### src/design/u8u16_pkg.sv
// Shared types and constants for the UTF-8 to UTF-16 decoder.
// Used by u8u16_step, u8u16_fifo and utf8_to_utf16_decoder_unit; no dependencies.
package u8u16_pkg;

  // Result status codes
  typedef enum logic [1:0] {
    StUnit    = 2'd0,
    StError   = 2'd1,
    StTextEnd = 2'd2
  } status_e;

  // One input request: a raw byte and the end-of-text flag
  typedef struct packed {
    logic [7:0] in_byte;
    logic       text_end;
  } in_req_t;

  // One result item
  typedef struct packed {
    logic [15:0] code_unit;
    status_e     status;
    logic        last_of_item;
    logic        end_of_text;
  } out_rsp_t;

  // Results caused by one request: count is 0, 1 or 2
  typedef struct packed {
    logic [1:0] count;
    out_rsp_t   first;
    out_rsp_t   second;
  } step_res_t;

  localparam int unsigned FifoDepthDef = 4;

  localparam int unsigned PendW  = 3;
  localparam int unsigned AccumW = 32;

  localparam logic [PendW-1:0] MaxPending = 3'd5;

  // Byte class boundaries
  localparam logic [7:0] ContBase  = 8'h80;
  localparam logic [7:0] Lead2Base = 8'hC0;
  localparam logic [7:0] Lead3Base = 8'hE0;
  localparam logic [7:0] Lead4Base = 8'hF0;
  localparam logic [7:0] Lead5Base = 8'hF8;
  localparam logic [7:0] Lead6Base = 8'hFC;

  // Surrogate construction
  localparam logic [AccumW-1:0] SuppBase  = 32'h0001_0000;
  localparam logic [AccumW-1:0] SuppLimit = 32'h0010_0000;
  localparam logic [15:0]       HighSurr  = 16'hD800;
  localparam logic [15:0]       LowSurr   = 16'hDC00;

endpackage

### src/design/u8u16_step.sv
// Per-byte decode logic: next decoder state and up to two results.
// Purely combinational; depends on u8u16_pkg.
module u8u16_step (
  input  u8u16_pkg::in_req_t               req_i,
  input  logic [u8u16_pkg::PendW-1:0]      pend_i,
  input  logic [u8u16_pkg::AccumW-1:0]     accum_i,
  input  logic                             disc_i,
  output logic [u8u16_pkg::PendW-1:0]      pend_o,
  output logic [u8u16_pkg::AccumW-1:0]     accum_o,
  output logic                             disc_o,
  output u8u16_pkg::step_res_t             res_o
);
  import u8u16_pkg::*;

  logic [7:0]        b;
  logic              eot;
  logic              is_cont;
  logic [AccumW-1:0] shifted;
  logic [PendW-1:0]  pend_dec;
  logic [AccumW-1:0] supp;
  out_rsp_t          err_rsp;

  assign b        = req_i.in_byte;
  assign eot      = req_i.text_end;
  assign is_cont  = (b >= ContBase) && (b < Lead2Base);
  assign shifted  = {accum_i[AccumW-7:0], b[5:0]};
  assign pend_dec = pend_i - 1'b1;
  assign supp     = shifted - SuppBase;

  always_comb begin
    err_rsp.code_unit    = '0;
    err_rsp.status       = StError;
    err_rsp.last_of_item = 1'b1;
    err_rsp.end_of_text  = eot;
  end

  // Decode one byte against the current state
  always_comb begin
    pend_o       = pend_i;
    accum_o      = accum_i;
    disc_o       = disc_i;
    res_o.count  = 2'd0;
    res_o.first  = err_rsp;
    res_o.second = err_rsp;

    if (disc_i) begin
      // Drop bytes until the text ends, then report once
      if (eot) begin
        disc_o                   = 1'b0;
        res_o.count              = 2'd1;
        res_o.first.status       = StTextEnd;
        res_o.first.end_of_text  = 1'b1;
      end
    end else if (pend_i != '0) begin
      if (!is_cont || (pend_dec != '0 && eot)) begin
        pend_o      = '0;
        accum_o     = '0;
        disc_o      = !eot;
        res_o.count = 2'd1;
      end else if (pend_dec != '0) begin
        pend_o  = pend_dec;
        accum_o = shifted;
      end else begin
        // Sequence complete: one unit, a surrogate pair, or too large
        pend_o  = '0;
        accum_o = '0;
        if (shifted < SuppBase) begin
          res_o.count              = 2'd1;
          res_o.first.code_unit    = shifted[15:0];
          res_o.first.status       = StUnit;
        end else if (supp >= SuppLimit) begin
          disc_o      = !eot;
          res_o.count = 2'd1;
        end else begin
          res_o.count               = 2'd2;
          res_o.first.code_unit     = HighSurr + {6'd0, supp[19:10]};
          res_o.first.status        = StUnit;
          res_o.first.last_of_item  = 1'b0;
          res_o.first.end_of_text   = 1'b0;
          res_o.second.code_unit    = LowSurr + {6'd0, supp[9:0]};
          res_o.second.status       = StUnit;
        end
      end
    end else if (b < ContBase) begin
      // ASCII passes through
      res_o.count           = 2'd1;
      res_o.first.code_unit = {8'd0, b};
      res_o.first.status    = StUnit;
    end else if (b < Lead2Base) begin
      disc_o      = !eot;
      res_o.count = 2'd1;
    end else begin
      // Lead byte: load the value bits and the continuation count
      if (b < Lead3Base) begin
        pend_o  = 3'd1;
        accum_o = {27'd0, b[4:0]};
      end else if (b < Lead4Base) begin
        pend_o  = 3'd2;
        accum_o = {28'd0, b[3:0]};
      end else if (b < Lead5Base) begin
        pend_o  = 3'd3;
        accum_o = {29'd0, b[2:0]};
      end else if (b < Lead6Base) begin
        pend_o  = 3'd4;
        accum_o = {30'd0, b[1:0]};
      end else begin
        pend_o  = MaxPending;
        accum_o = {30'd0, b[1:0]};
      end
      if (eot) begin
        pend_o      = '0;
        accum_o     = '0;
        disc_o      = 1'b0;
        res_o.count = 2'd1;
      end
    end
  end

endmodule

### src/design/u8u16_fifo.sv
// Result queue: takes up to two results per cycle, gives one per ready cycle.
// Depends on u8u16_pkg.
module u8u16_fifo #(
  parameter int unsigned Depth = u8u16_pkg::FifoDepthDef
) (
  input  logic                  clk_i,
  input  logic                  rst_ni,
  input  u8u16_pkg::step_res_t  push_i,
  output logic                  space2_o,
  output logic                  out_valid_o,
  input  logic                  out_ready_i,
  output u8u16_pkg::out_rsp_t   out_rsp_o
);
  import u8u16_pkg::*;

  localparam int unsigned PtrW = (Depth > 1) ? $clog2(Depth) : 1;
  localparam int unsigned CntW = $clog2(Depth + 1);

  out_rsp_t         mem_q [Depth];
  logic [PtrW-1:0]  wr_ptr_q, wr_ptr_d, rd_ptr_q, rd_ptr_d;
  logic [PtrW-1:0]  wr_ptr1;
  logic [CntW-1:0]  count_q, count_d;
  logic             pop;

  function automatic logic [PtrW-1:0] ptr_inc(input logic [PtrW-1:0] p);
    ptr_inc = (p == PtrW'(Depth - 1)) ? '0 : p + 1'b1;
  endfunction

  assign pop         = out_valid_o && out_ready_i;
  assign out_valid_o = (count_q != '0);
  assign out_rsp_o   = mem_q[rd_ptr_q];
  assign space2_o    = (count_q <= CntW'(Depth - 2));
  assign wr_ptr1     = ptr_inc(wr_ptr_q);

  // Advance pointers and count
  always_comb begin
    case (push_i.count)
      2'd1:    wr_ptr_d = wr_ptr1;
      2'd2:    wr_ptr_d = ptr_inc(wr_ptr1);
      default: wr_ptr_d = wr_ptr_q;
    endcase
    rd_ptr_d = pop ? ptr_inc(rd_ptr_q) : rd_ptr_q;
    count_d  = count_q + CntW'(push_i.count) - CntW'(pop);
  end

  always_ff @(posedge clk_i or negedge rst_ni) begin
    if (!rst_ni) begin
      wr_ptr_q <= '0;
      rd_ptr_q <= '0;
      count_q  <= '0;
    end else begin
      wr_ptr_q <= wr_ptr_d;
      rd_ptr_q <= rd_ptr_d;
      count_q  <= count_d;
    end
  end

  // Store results
  always_ff @(posedge clk_i) begin
    if (push_i.count != 2'd0) begin
      mem_q[wr_ptr_q] <= push_i.first;
    end
    if (push_i.count == 2'd2) begin
      mem_q[wr_ptr1] <= push_i.second;
    end
  end

  a_count_bound: assert property (@(posedge clk_i) disable iff (!rst_ni)
    count_q <= CntW'(Depth))
    else $error("result queue count out of range");

  a_no_overflow: assert property (@(posedge clk_i) disable iff (!rst_ni)
    (32'(count_q) + 32'(push_i.count)) <= (32'(Depth) + 32'(pop)))
    else $error("result queue overflow");

  a_drain: assert property (@(posedge clk_i) disable iff (!rst_ni)
    (pop && count_q == CntW'(1) && push_i.count == 2'd0) |=> !out_valid_o)
    else $error("result queue shows a result after draining");

endmodule

### src/design/utf8_to_utf16_decoder_unit.sv
// UTF-8 to UTF-16 stream decoder, top level.
// Depends on u8u16_pkg, u8u16_step and u8u16_fifo.
//
// Takes one UTF-8 byte per request and returns UTF-16 code units, error
// reports and end-of-text markers. Each accepted byte is decoded
// combinationally against the state registers and its results land in a
// result queue (Depth entries, default 4) that feeds the output one result
// per cycle while out_ready_i is high. A byte may be accepted every cycle
// while the queue has room for two results, so the input runs at one byte
// per cycle; a byte that ends a sequence with a value from U+10000 to
// U+10FFFF yields a surrogate pair of two results, so the sustained rate
// is one result per cycle at the output.
module utf8_to_utf16_decoder_unit #(
  parameter int unsigned Depth = u8u16_pkg::FifoDepthDef
) (
  input  logic                 clk_i,
  input  logic                 rst_ni,
  input  logic                 in_valid_i,
  output logic                 in_ready_o,
  input  u8u16_pkg::in_req_t   in_req_i,
  output logic                 out_valid_o,
  input  logic                 out_ready_i,
  output u8u16_pkg::out_rsp_t  out_rsp_o
);
  import u8u16_pkg::*;

  logic [PendW-1:0]  pend_q, pend_d, pend_s;
  logic [AccumW-1:0] accum_q, accum_d, accum_s;
  logic              disc_q, disc_d, disc_s;
  step_res_t         step_res, push;
  logic              accept;
  logic              space2;

  assign accept     = in_valid_i && in_ready_o;
  assign in_ready_o = space2;

  u8u16_step u_step (
    .req_i   (in_req_i),
    .pend_i  (pend_q),
    .accum_i (accum_q),
    .disc_i  (disc_q),
    .pend_o  (pend_s),
    .accum_o (accum_s),
    .disc_o  (disc_s),
    .res_o   (step_res)
  );

  // Update state and push results only on an accepted request
  always_comb begin
    push = step_res;
    if (accept) begin
      pend_d  = pend_s;
      accum_d = accum_s;
      disc_d  = disc_s;
    end else begin
      pend_d     = pend_q;
      accum_d    = accum_q;
      disc_d     = disc_q;
      push.count = 2'd0;
    end
  end

  always_ff @(posedge clk_i or negedge rst_ni) begin
    if (!rst_ni) begin
      pend_q  <= '0;
      accum_q <= '0;
      disc_q  <= 1'b0;
    end else begin
      pend_q  <= pend_d;
      accum_q <= accum_d;
      disc_q  <= disc_d;
    end
  end

  u8u16_fifo #(
    .Depth (Depth)
  ) u_fifo (
    .clk_i       (clk_i),
    .rst_ni      (rst_ni),
    .push_i      (push),
    .space2_o    (space2),
    .out_valid_o (out_valid_o),
    .out_ready_i (out_ready_i),
    .out_rsp_o   (out_rsp_o)
  );

  a_disc_clean: assert property (@(posedge clk_i) disable iff (!rst_ni)
    disc_q |-> (pend_q == '0 && accum_q == '0))
    else $error("discarding with a sequence still pending");

  a_pend_bound: assert property (@(posedge clk_i) disable iff (!rst_ni)
    pend_q <= MaxPending)
    else $error("pending count out of range");

  a_text_end_clears: assert property (@(posedge clk_i) disable iff (!rst_ni)
    (accept && in_req_i.text_end) |=> (pend_q == '0 && !disc_q))
    else $error("state not cleared at end of text");

endmodule
### config.mk
export PLATFORM = sky130hd
export DESIGN_NAME = utf8_to_utf16_decoder_unit
export DESIGN_NICKNAME = d
export VERILOG_FILES = /design/src/design/u8u16_pkg.sv /design/src/design/u8u16_step.sv /design/src/design/u8u16_fifo.sv /design/src/design/utf8_to_utf16_decoder_unit.sv
export SDC_FILE = /design/constraint.sdc
export NUM_CORES = 1
export LEC_CHECK = 0
export ABC_AREA = 1
export ABC_CLOCK_PERIOD_IN_PS = 6130
export BUFFER_PORTS_ARGS = -buffer_cell sky130_fd_sc_hd__buf_4
export CAP_MARGIN = 0
export CORE_ASPECT_RATIO = 1.2
export CORE_MARGIN = 10
export CORE_UTILIZATION = 25
export DETAILED_ROUTE_END_ITERATION = 7
export PLACE_DENSITY_LB_ADDON = 0.3
export SLEW_MARGIN = 5
export SYNTH_ARGS = -nofsm -noshare
export SYNTH_HDL_FRONTEND = slang
export SYNTH_HIERARCHICAL = 1
export SYNTH_SLANG_ARGS = --single-unit
### constraint.sdc
create_clock -name clk_i -period 6.13 [get_ports clk_i]
set_input_delay 0.3065 -clock clk_i [delete_from_list [all_inputs] [get_ports clk_i]]
set_output_delay 0.3065 -clock clk_i [all_outputs]
set_load 0.01 [all_outputs]
==> reports/metrics.yaml <==
rr_startpoint: "accum_q[10]$_DFFE_PN0P_"
cts_setup_buffers: 0
area_growth_pct: 14.6
place.gp.congestion: 0.914
rsz0062_at_grt: "no"
critPathLaunch: "accum_q[10]$_DFFE_PN0P_"
die_y_um: 206
hold_end: "u_fifo/rd_ptr_q[1]$_DFFE_PN0P_"
dr_total_vias: 6125
worst_setup_path_end_kind: "flop"
gr-total-overflow: 0
cts_root_buffer: "clkbuf_16"
cp-start-kind: "flop"
switching_power_w: 0.00128
coreArea_mm2: 0.0286
totalWireLength_um: 20100
skew_ps: 15.6
clk_latency_ps: 420
grt_max_degree: 44
worstHoldStart: "out_ready_i"
multi_input_area_mm2: 0.00319
setup_viol: 0
final_layout_size_suffix_gt1_share_pct: 10.5
io_buffers: 34
num_rows: 68
min_period_over_period_pct: 68.4
max_freq_mhz: 238
seq_power_share_pct: 33.3
synthCells: 929
antenna_cells: 0
start_util_pct: 25.2
numCtsBuffers: 17
dieArea_mm2: 0.0361
worst_slew_margin_rel_pct: 16.0
path_class: "flop to flop"
comb_power_share_pct: 38.5
final_util_pct: 28.9
finalPower_w: 0.00332
required_ps: 6150
dr.pass1.iters: 5
status: "completed"
drt_iter0_drc: 374
synth_area_per_cell_um2: 7.76
clkSlewWorstSetupHoldPaths_ps: 60
ant_nets: 0
clkSinkCount: 117
holdPathStages: 4
r2r-end: "u_fifo/mem_q[2][6]$_DFFE_PP_"
worstMarginPinSlew_ps: 1260
p_int_w: 0.00205
io-pin-count: 35
place_ws_ps: 1910
fin_tns_setup_ps: 0
hpwlAfterDp_um: 14300
drv_slew: 0
via_per_inst: 4.61
powerDensity_mw_per_mm2: 402
worst_slack_ps: 1940
cts_tree: "built"
wl_per_cell_um: 15.1
rrSetupSlack_ps: 1940
rr_worst_depth: 15
fill_cells: 3110
grt_pass1_wl_um: 32300
netlist_area_mm2: 0.00721
dieWidth_um: 175
fin_nets: 965
grt.total_usage_pct: 11.2
htreeDepth: 4
finalCriticalPeriod_ps: 4190
crit_fanout: 20
post_cts_resized: 0
antenna_found_initial: 0
arrival_ps: 4210
swShare_pct: 38.4
grt_pass1_vias: 5879
cts-root-to-sink-buffers: 2
register_area_mm2: 0.00333
hold_class: "primary input to flop"
power_frac_clock_pct: 28.2
p_leak_nw: 3.40
ir_drop_uv: 163
yosysWarnings: 6
maxCapViolCount: 0
drc: 0
ctsHoldBuffers: 1
hold_viol_final: 0
-- how the worst max path moves through the flow --
stage	end	slack (ps)
after floorplan	u_fifo/mem_q[2][0]$_DFFE_PP_	1990
after global placement	u_fifo/mem_q[2][0]$_DFFE_PP_	2020
after detailed placement	u_fifo/mem_q[2][2]$_DFFE_PP_	1910
after CTS	u_fifo/mem_q[2][6]$_DFFE_PP_	1860
after global routing	u_fifo/mem_q[2][6]$_DFFE_PP_	1520
final	u_fifo/mem_q[2][6]$_DFFE_PP_	1940
-- layout by cell type (no fill, tap or decap), types with 5 or more instances in the layout --
master	instances
nand2_1	236
o21ai_0	133
inv_1	102
nor2_1	87
edfxtp_1	80
nand3_1	61
buf_4	43
o22ai_1	41
dfrtp_1	37
ha_1	18
clkbuf_16	17
a21oi_1	16
nor2_2	10
nand4_1	6
nand2_2	5
nor2_4	5
-- power by group through the flow --
stage | sequential, W | combinational (W) | clock [W]
global route | 0.00112 | 0.00146 | 0.000991
CTS | 0.00111 | 0.00131 | 0.000957
detailed placement | 0.00112 | 0.00131 | 0
floorplan | 0.00107 | 0.000892 | 0
global placement | 0.00112 | 0.00130 | 0
finish | 0.00111 | 0.00128 | 0.000938
-- worst max-delay path: stages (launching register included) --
cell and delay [ps]:
dfrtp_1 410, inv_1 220, ha_1 260, nand2_1 120, nor2_1 140, nand3_1 90, nand2_1 70, nand2_1 80
nor2_4 260, nand3_4 300, inv_1 270, inv_1 70, nor2_1 130, inv_1 90, ha_1 260, o21ai_2 1000
-- routing by layer --
layer  track usage, %  wire length (um)  vias to the layer above
met1             13.7              8940                     2856
met5                0                 0                        -
met3             2.52               785                       43
met2             18.6              9700                      153
li1                 -                 -                     3073
met4             4.88               624                        0
-- through the flow --
stage	instance area (um2)	hold WS (ps)	std cells
3_3_place_gp	7710	326	1298
4_1_cts	8260	214	1329
5_1_grt	8260	266	1329
2_1_floorplan	7210	10.9	930
3_5_place_dp	7710	325	1298
6_report	8260	225	1329
-- flip-flops by register name, indices dropped and copies added, names as in the netlist --
signal,count
u_fifo/mem_q,80
accum_q,26
pend_q,3
u_fifo/count_q,3
u_fifo/rd_ptr_q,2
u_fifo/wr_ptr_q,2
disc_q,1
-- layout make-up --
| type | instances | share of cell area, % |
|---|---|---|
| clock inverter | 11 | 1.36 |
| timing repair buffer | 44 | 4.03 |
| sequential | 117 | 40.3 |
| clock buffer | 19 | 5.24 |
| inverter | 102 | 4.63 |
| tap | 385 | 5.83 |
| multi-input combinational | 651 | 38.6 |
(Power assumes the default switching activity.)
